[src/rtl/core/fpadd_pkg.sv]
// ----------------------------------------------------------------------------
// fpadd_pkg
// Shared types and constants of the truncating single-precision adder.
// ----------------------------------------------------------------------------
package fpadd_pkg;

  localparam logic [31:0] QNAN_DEFAULT = 32'h7fc00000;
  localparam logic [30:0] INF_MAG      = 31'h7f800000;
  localparam logic [7:0]  EXP_ALL      = 8'hff;
  localparam logic [7:0]  MAX_ALIGN    = 8'd25;
  localparam int unsigned PIPE_STAGES  = 3;

  typedef struct packed {
    logic        bypass;
    logic [31:0] bypass_word;
    logic        sign;
    logic [7:0]  exp_big;
    logic        eff_sub;
    logic [25:0] mant_big;
    logic [25:0] mant_small;
  } align_t;

  typedef struct packed {
    logic        bypass;
    logic [31:0] bypass_word;
    logic        sign;
    logic [7:0]  exp_big;
    logic [26:0] mant_sum;
  } sum_t;

endpackage

[src/rtl/core/fp32_adder_truncating.sv]
// ----------------------------------------------------------------------------
// fp32_adder_truncating
// Truncating single-precision adder, three register stages.
//
// Channel   Direction  Ports
// request   in         start, busy, operand_a_i, operand_b_i
// result    out        done_o, sum_bits_o
//
// A request is taken in any cycle; busy stays low.
// Its result leaves the align, add and normalize registers on sum_bits_o with
// done_o high, one per request, in order.
// The latency is set by the align, add and normalize stages.
// Reset clears the valid bits only. The receiver cannot stall.
// ----------------------------------------------------------------------------
module fp32_adder_truncating (
  input  logic        clk_i,
  input  logic        rst_ni,
  input  logic        start,
  output logic        busy,
  input  logic [31:0] operand_a_i,
  input  logic [31:0] operand_b_i,
  output logic        done_o,
  output logic [31:0] sum_bits_o
);

  fpadd_pkg::align_t align;
  fpadd_pkg::sum_t   sum;
  logic [fpadd_pkg::PIPE_STAGES-1:0] valid_q, valid_d;

  fpadd_align u_align (
    .clk_i,
    .operand_a_i,
    .operand_b_i,
    .align_o(align)
  );

  fpadd_sum u_sum (
    .clk_i,
    .align_i(align),
    .sum_o  (sum)
  );

  fpadd_norm u_norm (
    .clk_i,
    .sum_i (sum),
    .word_o(sum_bits_o)
  );

  assign busy    = 1'b0;
  assign valid_d = {valid_q[fpadd_pkg::PIPE_STAGES-2:0], start};

  always_ff @(posedge clk_i or negedge rst_ni) begin
    if (!rst_ni) begin
      valid_q <= '0;
    end else begin
      valid_q <= valid_d;
    end
  end

  assign done_o = valid_q[fpadd_pkg::PIPE_STAGES-1];

  a_latency: assert property (@(posedge clk_i) disable iff (!rst_ni)
    start |-> ##3 done_o) else $error("result lost");
  a_no_spurious: assert property (@(posedge clk_i) disable iff (!rst_ni)
    done_o |-> $past(valid_q[fpadd_pkg::PIPE_STAGES-2])) else $error("spurious result");
  a_never_busy: assert property (@(posedge clk_i) !busy)
    else $error("busy raised");

endmodule

[src/rtl/core/fpadd_align.sv]
// ----------------------------------------------------------------------------
// fpadd_align
// Resolves special and zero-exponent operands, orders the operands by magnitude and aligns
// the smaller mantissa.
// ----------------------------------------------------------------------------
module fpadd_align (
  input  logic             clk_i,
  input  logic [31:0]      operand_a_i,
  input  logic [31:0]      operand_b_i,
  output fpadd_pkg::align_t align_o
);

  fpadd_pkg::align_t align_d, align_q;
  logic [7:0]  exp_a, exp_b, gap;
  logic        nan_a, nan_b, inf_a, inf_b;
  logic [31:0] big, lesser, special;
  logic [25:0] mant_small;

  always_comb begin
    exp_a = operand_a_i[30:23];
    exp_b = operand_b_i[30:23];
    nan_a = (exp_a == fpadd_pkg::EXP_ALL) && (operand_a_i[22:0] != '0);
    nan_b = (exp_b == fpadd_pkg::EXP_ALL) && (operand_b_i[22:0] != '0);
    inf_a = (exp_a == fpadd_pkg::EXP_ALL) && (operand_a_i[22:0] == '0);
    inf_b = (exp_b == fpadd_pkg::EXP_ALL) && (operand_b_i[22:0] == '0);
    if (nan_a) begin
      special = operand_a_i;
    end else if (nan_b) begin
      special = operand_b_i;
    end else if (inf_a && inf_b && (operand_a_i[31] != operand_b_i[31])) begin
      special = fpadd_pkg::QNAN_DEFAULT;
    end else if (inf_a) begin
      special = operand_a_i;
    end else begin
      special = operand_b_i;
    end
    if (operand_a_i[30:0] < operand_b_i[30:0]) begin
      big    = operand_b_i;
      lesser = operand_a_i;
    end else begin
      big    = operand_a_i;
      lesser = operand_b_i;
    end
    gap        = big[30:23] - lesser[30:23];
    mant_small = {1'b1, lesser[22:0], 2'b00};
    if (gap > fpadd_pkg::MAX_ALIGN) begin
      mant_small = '0;
    end else begin
      mant_small = mant_small >> gap[4:0];
    end
    align_d.bypass      = 1'b1;
    align_d.bypass_word = special;
    if (exp_a == fpadd_pkg::EXP_ALL || exp_b == fpadd_pkg::EXP_ALL) begin
      align_d.bypass_word = special;
    end else if (exp_a == '0) begin
      align_d.bypass_word = operand_b_i;
    end else if (exp_b == '0) begin
      align_d.bypass_word = operand_a_i;
    end else begin
      align_d.bypass = 1'b0;
    end
    align_d.sign       = big[31];
    align_d.exp_big    = big[30:23];
    align_d.eff_sub    = big[31] != lesser[31];
    align_d.mant_big   = {1'b1, big[22:0], 2'b00};
    align_d.mant_small = mant_small;
  end

  always_ff @(posedge clk_i) begin
    align_q <= align_d;
  end

  assign align_o = align_q;

endmodule

[src/rtl/core/fpadd_sum.sv]
// ----------------------------------------------------------------------------
// fpadd_sum
// Adds or subtracts the aligned mantissas.
// ----------------------------------------------------------------------------
module fpadd_sum (
  input  logic              clk_i,
  input  fpadd_pkg::align_t align_i,
  output fpadd_pkg::sum_t   sum_o
);

  fpadd_pkg::sum_t sum_d, sum_q;

  always_comb begin
    sum_d.bypass      = align_i.bypass;
    sum_d.bypass_word = align_i.bypass_word;
    sum_d.sign        = align_i.sign;
    sum_d.exp_big     = align_i.exp_big;
    if (align_i.eff_sub) begin
      sum_d.mant_sum = {1'b0, align_i.mant_big} - {1'b0, align_i.mant_small};
    end else begin
      sum_d.mant_sum = {1'b0, align_i.mant_big} + {1'b0, align_i.mant_small};
    end
  end

  always_ff @(posedge clk_i) begin
    sum_q <= sum_d;
  end

  assign sum_o = sum_q;

endmodule

[src/rtl/core/fpadd_norm.sv]
// ----------------------------------------------------------------------------
// fpadd_norm
// Normalizes the sum by leading-one detection and packs the result word.
// ----------------------------------------------------------------------------
module fpadd_norm (
  input  logic            clk_i,
  input  fpadd_pkg::sum_t sum_i,
  output logic [31:0]     word_o
);

  logic [31:0] word_d, word_q;
  logic [4:0]  lz;
  logic [25:0] mant;
  logic [9:0]  e;

  always_comb begin
    lz = '0;
    for (int i = 0; i < 26; i++) begin
      if (sum_i.mant_sum[i]) begin
        lz = 5'(25 - i);
      end
    end
    if (sum_i.mant_sum[26]) begin
      mant = sum_i.mant_sum[26:1];
      e    = {2'b00, sum_i.exp_big} + 10'd1;
    end else begin
      mant = sum_i.mant_sum[25:0] << lz;
      e    = {2'b00, sum_i.exp_big} - {5'd0, lz};
    end
    if (sum_i.bypass) begin
      word_d = sum_i.bypass_word;
    end else if (sum_i.mant_sum == '0) begin
      word_d = '0;
    end else if (e[9] || e == '0) begin
      word_d = '0;
    end else if (e >= {2'b00, fpadd_pkg::EXP_ALL}) begin
      word_d = {sum_i.sign, fpadd_pkg::INF_MAG};
    end else begin
      word_d = {sum_i.sign, e[7:0], mant[24:2]};
    end
  end

  always_ff @(posedge clk_i) begin
    word_q <= word_d;
  end

  assign word_o = word_q;

endmodule

[config.mk]
export PLATFORM = sky130hd
export DESIGN_NAME = fp32_adder_truncating
export DESIGN_NICKNAME = d
export VERILOG_FILES = /design/src/rtl/core/fpadd_pkg.sv /design/src/rtl/core/fp32_adder_truncating.sv /design/src/rtl/core/fpadd_align.sv /design/src/rtl/core/fpadd_sum.sv /design/src/rtl/core/fpadd_norm.sv
export SDC_FILE = /design/constraint.sdc
export NUM_CORES = 1
export LEC_CHECK = 0
export BUFFER_PORTS_ARGS = -buffer_cell sky130_fd_sc_hd__buf_2
export CAP_MARGIN = 20
export CORE_MARGIN = 3
export CORE_UTILIZATION = 47
export CTS_CLUSTER_SIZE = 20
export DETAILED_ROUTE_END_ITERATION = 16
export HOLD_SLACK_MARGIN = 0.03
export PLACE_DENSITY = 0.65
export REMOVE_ABC_BUFFERS = 1
export SKIP_LAST_GASP = 1
export SYNTH_ARGS = -nofsm -noshare
export SYNTH_HDL_FRONTEND = slang
export SYNTH_SLANG_ARGS = --single-unit
[constraint.sdc]
create_clock -name clk_i -period 6.5 [get_ports clk_i]
set_input_delay 0.65 -clock clk_i [delete_from_list [all_inputs] [get_ports clk_i]]
set_output_delay 0.65 -clock clk_i [all_outputs]
set_load 0.02 [all_outputs]
==> qor.yml, run 1 <==
outcome:
  status: "finished clean"
power_and_ir_drop:
  p_per_area_mw_per_mm2: 341
  ir_drop_mv: 0.170
  power_leakage_nw: 6.09
timing:
  min_period_ps: 4810
  holdWs_ps: 324
  timing.final.max_slew_violations: 0
  rsz0062_at_grt: "false"
  max-slew-margin-rel_pct: 35.7
  setup_viol: 0
  worst_pin_slew_ps: 965
  setup-tns-final_ps: 0
  fin_crit_sh_pct: 74.0
  fmax_mhz: 208
  hold_violations: 0
  worst_slack_ps: 1690
  skew_ps: 14.2
floorplanning:
  die_area_mm2: 0.0287
  core_mm2: 0.0261
  dieHeight_um: 169
  die_w_um: 169
  io_pins: 101
  row_count: 59
  initial_utilization_pct: 48.0
min_path:
  holdPathEnd: "u_sum.sum_o[49]$_DFF_P_"
  hold_class: "reg2reg"
  whs_path_depth: 0
  worstHoldStart: "u_align.align_o[75]$_DFF_P_"
setup_path:
  critPathMaxFanout: 13
  path_cells: "nor2_1 > o31ai_1 > a211oi_1 > o31a_1 > o311ai_0 > and3_1 > inv_2 > ha_1 > nor2b_1 > o21ai_0 > a21boi_0 > o21ai_0 > a21oi_1 > xnor2_1 > o31ai_1 > buf_4 > nand2b_1 > nor2_1 > buf_4 > a22o_1 > a31o_2"
  r2r-start: "u_sum.sum_o[3]$_DFF_P_"
  start_kind: "flip-flop"
  reg2reg_depth: 21
  cp_num_buf_inv: 3
  startpoint: "u_sum.sum_o[3]$_DFF_P_"
  arrival_ps: 5130
  path_class: "reg2reg"
  cp_data_required_time_ps: 6820
  critPathTopFamily: "compound AO/OA/AOI/OAI gates"
  crit_slowest_cell: "and3_1"
  regToRegEndpoint: "u_norm.word_o[14]$_DFF_P_"
  max_stage_delay_ps: 540
  reg2reg_slack_ps: 1690
  end_kind: "flip-flop"
  cp.depth: 21
finish:
  final_common_cell: "dfxtp_1"
  syn_to_final_growth_pct: 11.8
  layout.cells.non_filler: 1926
  final_nets: 1726
  n_fill_cell: 2524
  layout-drive-gt1-share_pct: 13.9
  multiInputGateArea_mm2: 0.00791
  register_area_mm2: 0.00394
  final_cell_mix: "dfxtp_1 (193), a21oi_1 (126), nand2_1 (121)"
cts:
  h-tree-depth: 4
  post_cts_buffers: 0
  cts_tree: "built"
  clock_sinks: 196
  ctsResizeCount: 0
  root_buffer: "clkbuf_16"
  clkTransAtPathRegs_ps: 70
  max-clock-path-buffers: 2
  clock_latency_ps: 430
  cts_buffers: 17
routing:
  drt_wl_total_mm: 41.4
  drtIter0Drc: 1314
  viasPerCell: 6.17
  wl_per_cell_um: 21.5
  drc: 0
  first_pass_iters: 6
  vias: 11900
  final_antenna_net_count: 0
yosys:
  async_reset_ff_share_pct: 1.53
  syn_inst: 1498
  synthFlopType: "dfxtp_1"
  yosysWarnings: 0
  ys_seq_area_share_pct: 31.4
  synth_edf_count: 0
  synthesis.area_mm2: 0.0126
  avgSynthCellArea_um2: 8.38
  synth.distinct_cells: 85
  synth-seq-cells: 196
placed_design:
  post-place-ws_ps: 1660
  gp_congestion: 0.983
  hpwlAfterDp_mm: 32.4
  placed_cells: 1887
  io_buffers: 99
global_routing:
  grt_use_total_pct: 28.6
  antenna_found_initial: 4
  grt_max_degree: 54
  grt_pass1_vias: 11400
  grt_pass1_wl_mm: 64.6
  grt-ovfl-total: 0
flow_run:
  cap_violations: 0
[cells in the mapped netlist (8+ instances only)]
master,number,area (um2)
a21oi_1,126,631
nand4_1,15,93.8
clkbuf_1,47,176
nor2_1,97,364
nor2b_1,18,113
nand2b_1,21,131
buf_2,11,55.1
o21ai_0,117,586
a21o_1,13,97.6
and3_1,9,56.3
or3_1,8,50.1
inv_1,102,383
nand3_1,22,110
o211ai_1,10,75.1
mux2_2,28,315
mux2i_1,93,931
o22ai_1,11,68.8
o21a_1,8,60.1
nor4_1,17,106
nor3_1,26,130
a211oi_1,12,90.1
o31ai_1,9,67.6
o21bai_1,14,105
a22oi_1,70,526
ha_1,85,1060
buf_1,9,33.8
xnor2_1,24,210
dfxtp_1,193,3860
nand2_1,121,454
a31oi_1,14,87.6
xor2_1,12,105
mux4_2,10,225
[cell type report]
cell class	instances	share of cell area, %
antenna	6	0.107
clock buffer	19	3.23
clock inverter	13	1.36
inverter	105	2.81
multi-input combinational	1125	56.4
sequential	196	28.1
tap	335	2.99
timing repair buffer	127	5.05
[per-layer routing]
layer  vias up  track usage, %  wire length, um
met5         -               0                0
met4         0            13.1             1770
met3       101            3.17             2580
met2       584            44.6            18300
met1      5569            40.2            18700
li1       5634               -                -
[worst reg2reg max path, delay by kind of cell, from the launching register on]
| kind | cells | cell delay [ps] |
|---|---|---|
| AOI/OAI and AO/OA | 11 | 2130 |
| and+or+nand+nor | 5 | 1190 |
| buffers and inverters | 3 | 480 |
| DFF | 1 | 430 |
| adders and majority gates | 1 | 270 |
| xor gates and xnor gates | 1 | 190 |
[per-stage QoR]
| stage | power [mW] | util [%] | instance area (um2) |
|---|---|---|---|
| final | 4.79 | 53.7 | 14000 |
| after global routing | 5.06 | 53.7 | 14000 |
| after CTS | 4.77 | 53.6 | 14000 |
| after detailed placement | 3.65 | 51.1 | 13400 |
| after global placement | 3.66 | 51.1 | 13400 |
| after floorplan | 2.96 | - | 12200 |
[registers in the layout, indices dropped and copies added (netlist names)]
signal and flops:
u_align.align_o 92, valid_q 3, u_sum.sum_o 69, u_norm.word_o 32
[worst max path at each step]
stage                                          endpoint  slack, ps
after floorplan           u_align.align_o[8]$_SDFF_PP0_       1200
after global placement    u_align.align_o[3]$_SDFF_PP0_       1660
after detailed placement  u_align.align_o[3]$_SDFF_PP0_       1660
after CTS                     u_norm.word_o[14]$_DFF_P_       1760
after global routing           u_norm.word_o[8]$_DFF_P_       1220
final                         u_norm.word_o[14]$_DFF_P_       1690
[report_power, final]
| part | internal [mW] | total, mW | switching, mW |
|---|---|---|---|
| logic | 0.775 | 2.00 | 1.23 |
| clock network | 0.643 | 1.11 | 0.469 |
| registers | 1.44 | 1.67 | 0.229 |
| total | 2.86 | 4.79 | 1.93 |
[cell families (layout without fill, tap and decap cells)]
family	Yosys count	in the layout	share of synthesized area, %
other	1	7	0.0299
flip-flops	196	196	31.4
multiplexers	132	132	11.8
XOR/XNOR	38	38	2.77
buffers and inverters	177	264	5.58
AND/OR/NAND/NOR	383	383	14.7
AO/OA/AOI/OAI	484	484	24.9
adder cells (fa/ha/maj)	87	87	8.79
[repair_timing]
item | CTS | global route
hold endpoints to repair | 3 | 0
setup endpoints to repair | 0 | 0
hold buffers | 1 | 0
No activity file was read; power rests on OpenSTA's default activity.
==> inputs of run 2 (changes only) <==
- ABC_AREA: default -> 1
- PLACE_DENSITY: 0.65 -> default
- clock period: 6.5 -> 4.95 ns (I/O delays scaled with it)
==> qor.yml, run 2 <==
yosys:
  async_reset_ff_share_pct: 1.53  # unchanged
  syn_inst: 1937  # was 1498
  synth-seq-cells: 196  # unchanged
  ys_seq_area_share_pct: 31.0  # was 31.4%
  synthesis.area_mm2: 0.0127  # was 0.0126 mm2
  synthFlopType: "dfxtp_1"  # unchanged
  ys_top_cells_by_count: "nand2_1 (507), inv_1 (221), dfxtp_1 (193)"  # was dfxtp_1 (193), a21oi_1 (126), nand2_1 (121)
  synth.distinct_cells: 60  # was 85
  yosys-top-cells-area: "dfxtp_1 (30%), nand2_1 (15%), ha_1 (8.4%), o21ai_0 (6.6%), inv_1 (6.5%)"  # was dfxtp_1 (31%), ha_1 (8.5%), mux2i_1 (7.4%), a21oi_1 (5.0%), o21ai_0 (4.7%)
  yosysTopAreaCell: "dfxtp_1"  # unchanged
  synth_top_area_share_pct: 30.4  # was 30.8%
  yosysMostFrequentCell: "nand2_1"  # was dfxtp_1
  yosysWarnings: 0  # unchanged
  synth_edf_count: 0  # unchanged
  avgSynthCellArea_um2: 6.56  # was 8.38 um2
routing:
  drc: 0  # unchanged
  drt_wl_total_mm: 43.5  # was 41.4 mm
  viasPerCell: 5.48  # was 6.17
  final_antenna_net_count: 0  # unchanged
  wl_per_cell_um: 18.5  # was 21.5 um
  first_pass_iters: 7  # was 6
  drtIter0Drc: 1231  # was 1314
  vias: 12900  # was 11900
setup_path:
  max_stage_delay_ps: 390  # was 540 ps
  r2r-start: "u_sum.sum_o[1]$_DFF_P_"  # was u_sum.sum_o[3]$_DFF_P_
  crit_slowest_cell: "nor3_2"  # was and3_1
  crit_top_cell: "nand2_1"
  end_kind: "flip-flop"  # unchanged
  critPathMaxFanout: 20  # was 13
  arrival_ps: 4910  # was 5130 ps
  crit_end: "u_norm.word_o[12]$_DFF_P_"  # was u_norm.word_o[14]$_DFF_P_
  path_class: "reg2reg"  # unchanged
  start_kind: "flip-flop"  # unchanged
  reg2reg_depth: 45  # was 21
  startpoint: "u_sum.sum_o[1]$_DFF_P_"  # was u_sum.sum_o[3]$_DFF_P_
  cp_data_required_time_ps: 5330  # was 6820 ps
  regToRegEndpoint: "u_norm.word_o[12]$_DFF_P_"  # was u_norm.word_o[14]$_DFF_P_
  reg2reg_slack_ps: 420  # was 1690 ps
placed_design:
  gp_congestion: 1.02  # was 0.983
  hpwlAfterDp_mm: 34.9  # was 32.4 mm
  io_buffers: 99  # unchanged
  placed_cells: 2320  # was 1887
  post-place-ws_ps: 128  # was 1660 ps
power_and_ir_drop:
  p_per_area_mw_per_mm2: 453  # was 341 mW/mm2
  ir_drop_mv: 0.215  # was 0.170 mV
  power_leakage_nw: 7.03  # was 6.09 nW
cts:
  cts_tree: "built"  # unchanged
  cts_buffers: 17  # unchanged
  clkTransAtPathRegs_ps: 90  # was 70 ps
  root_buffer: "clkbuf_16"  # unchanged
  h-tree-depth: 4  # unchanged
  clock_latency_ps: 450  # was 430 ps
  clock_sinks: 196  # unchanged
  max-clock-path-buffers: 2  # unchanged
timing:
  skew_ps: 23.7  # was 14.2 ps
  setup_viol: 0  # unchanged
  timing.final.max_slew_violations: 0  # unchanged
  worst_slack_ps: 425  # was 1690 ps
  min_period_ps: 4530  # was 4810 ps
  holdWs_ps: 167  # was 324 ps
  fin_crit_sh_pct: 91.4  # was 74.0%
  worst_pin_slew_ps: 932  # was 965 ps
  fmax_mhz: 221  # was 208 MHz
  max-slew-margin-rel_pct: 37.8  # was 35.7%
  hold_violations: 0  # unchanged
floorplanning:
  die_w_um: 170  # was 169 um
  initial_utilization_pct: 48.4  # was 48.0%
  io_pins: 101  # unchanged
  die_area_mm2: 0.0290  # was 0.0287 mm2
  dieHeight_um: 170  # was 169 um
  core_mm2: 0.0263  # was 0.0261 mm2
  row_count: 59  # unchanged
finish:
  layout.cells.non_filler: 2358  # was 1926
  layout-drive-gt1-share_pct: 10.2  # was 13.9%
  final_common_cell: "nand2_1"  # was dfxtp_1
  syn_to_final_growth_pct: 12.0  # was 11.8%
  final_nets: 2162  # was 1726
  final_cell_mix: "nand2_1 (504), inv_1 (220), dfxtp_1 (193)"  # was dfxtp_1 (193), a21oi_1 (126), nand2_1 (121)
  largest_register_ff_count: 92  # unchanged
  n_fill_cell: 2679  # was 2524
min_path:
  whs_path_depth: 1  # was 0
  hold_class: "in2reg"  # was reg2reg
global_routing:
  antenna_found_initial: 4  # unchanged
  grt_pass1_vias: 12100  # was 11400
  grt_pass1_wl_mm: 67.3  # was 64.6 mm
  grt-ovfl-total: 0  # unchanged
  grt_use_total_pct: 29.9  # was 28.6%
  grt_max_degree: 91  # was 54
outcome:
  status: "finished clean"  # unchanged
flow_run:
  cap_violations: 0  # unchanged
==> run 2: cell count changes after synthesis, moves of 28 or more <==
cell     change
nand2_1    +386
nand3_1    +130
inv_1      +119
mux2i_1     -81
a22oi_1     -69
o21ai_0     +51
o21ai_1     +40
nor2_1      +36
mux2_2      -28
==> run 2: timing repair <==
item / CTS / global route
gates resized for setup: 0 / 16
endpoints found under the setup margin: 0 / 23
setup buffers: 0 / 3
hold buffers: 1 / 0
endpoints found under the hold margin: 3 / 0
==> run 2: worst min path at each step <==
| stage | from | to | slack [ps] |
|---|---|---|---|
| after floorplan | rst_ni | valid_q[0]$_DFF_PN0_ | 200 |
| after global placement | rst_ni | valid_q[0]$_DFF_PN0_ | 290 |
| after detailed placement | rst_ni | valid_q[0]$_DFF_PN0_ | 290 |
| after CTS | start | valid_q[0]$_DFF_PN0_ | 140 |
| after global routing | start | valid_q[0]$_DFF_PN0_ | 140 |
| final | start | valid_q[0]$_DFF_PN0_ | 170 |
==> run 2: final cells by class <==
type | instances | area (um2) | share of cell area, %
diodes | 2 | 5.00 | 0.0352
repair buffers | 133 | 757 | 5.32
well taps | 335 | 419 | 2.95
clock buffers | 17 | 425 | 2.99
flip-flops and latches | 196 | 3940 | 27.7
inverters | 232 | 871 | 6.12
multi-input cells | 1428 | 7600 | 53.4
clock inverters | 15 | 220 | 1.55
==> run 2: where the power goes <==
part | switching (mW) | internal (mW)
combinational | 2.03 | 0.913
sequential | 0.166 | 1.88
clock | 0.743 | 0.716
==> run 2: logic make-up (layout without fill, tap and decap cells) <==
logic type | Yosys count | in the layout | share of synthesized area, %
simple gates | 871 | 871 | 29.1
compound gates | 428 | 428 | 18.6
buf+inv | 313 | 397 | 9.65
flops | 196 | 196 | 31.0
fa+ha+maj | 87 | 87 | 8.68
xor+xnor | 29 | 29 | 2.06
mux | 12 | 12 | 0.945
other cells | 1 | 3 | 0.0295
==> run 2: through the flow <==
stage / power [mW] / instance area [um2] / utilization, % / setup TNS [ps]
finish: 6.45 / 14200 / 54.2 / 0
global route: 6.90 / 14200 / 54.2 / -160
CTS: 6.42 / 14200 / 53.9 / 0
detailed placement: 4.96 / 13500 / 51.4 / 0
global placement: 4.97 / 13500 / 51.4 / 0
floorplan: 3.92 / 12400 / - / -5070
==> run 2: worst max-delay path, delay by kind of cell, from the launching register on <==
family / cells / cell delay, ps
AND/OR/NAND/NOR: 31 / 2260
buffers and inverters: 6 / 560
adder cells (fa/ha/maj): 2 / 580
flip-flops: 1 / 330
XOR/XNOR: 1 / 190
AO/OA/AOI/OAI: 5 / 510
==> run 2: per-layer routing <==
metal  wire (um)  global-route usage (%)  vias up
li1            -                       -     6537
met1       19700                    40.8     5820
met2       18900                    46.1      478
met3        2550                    4.30       97
met4        2340                    15.5        0
met5           0                       0        -
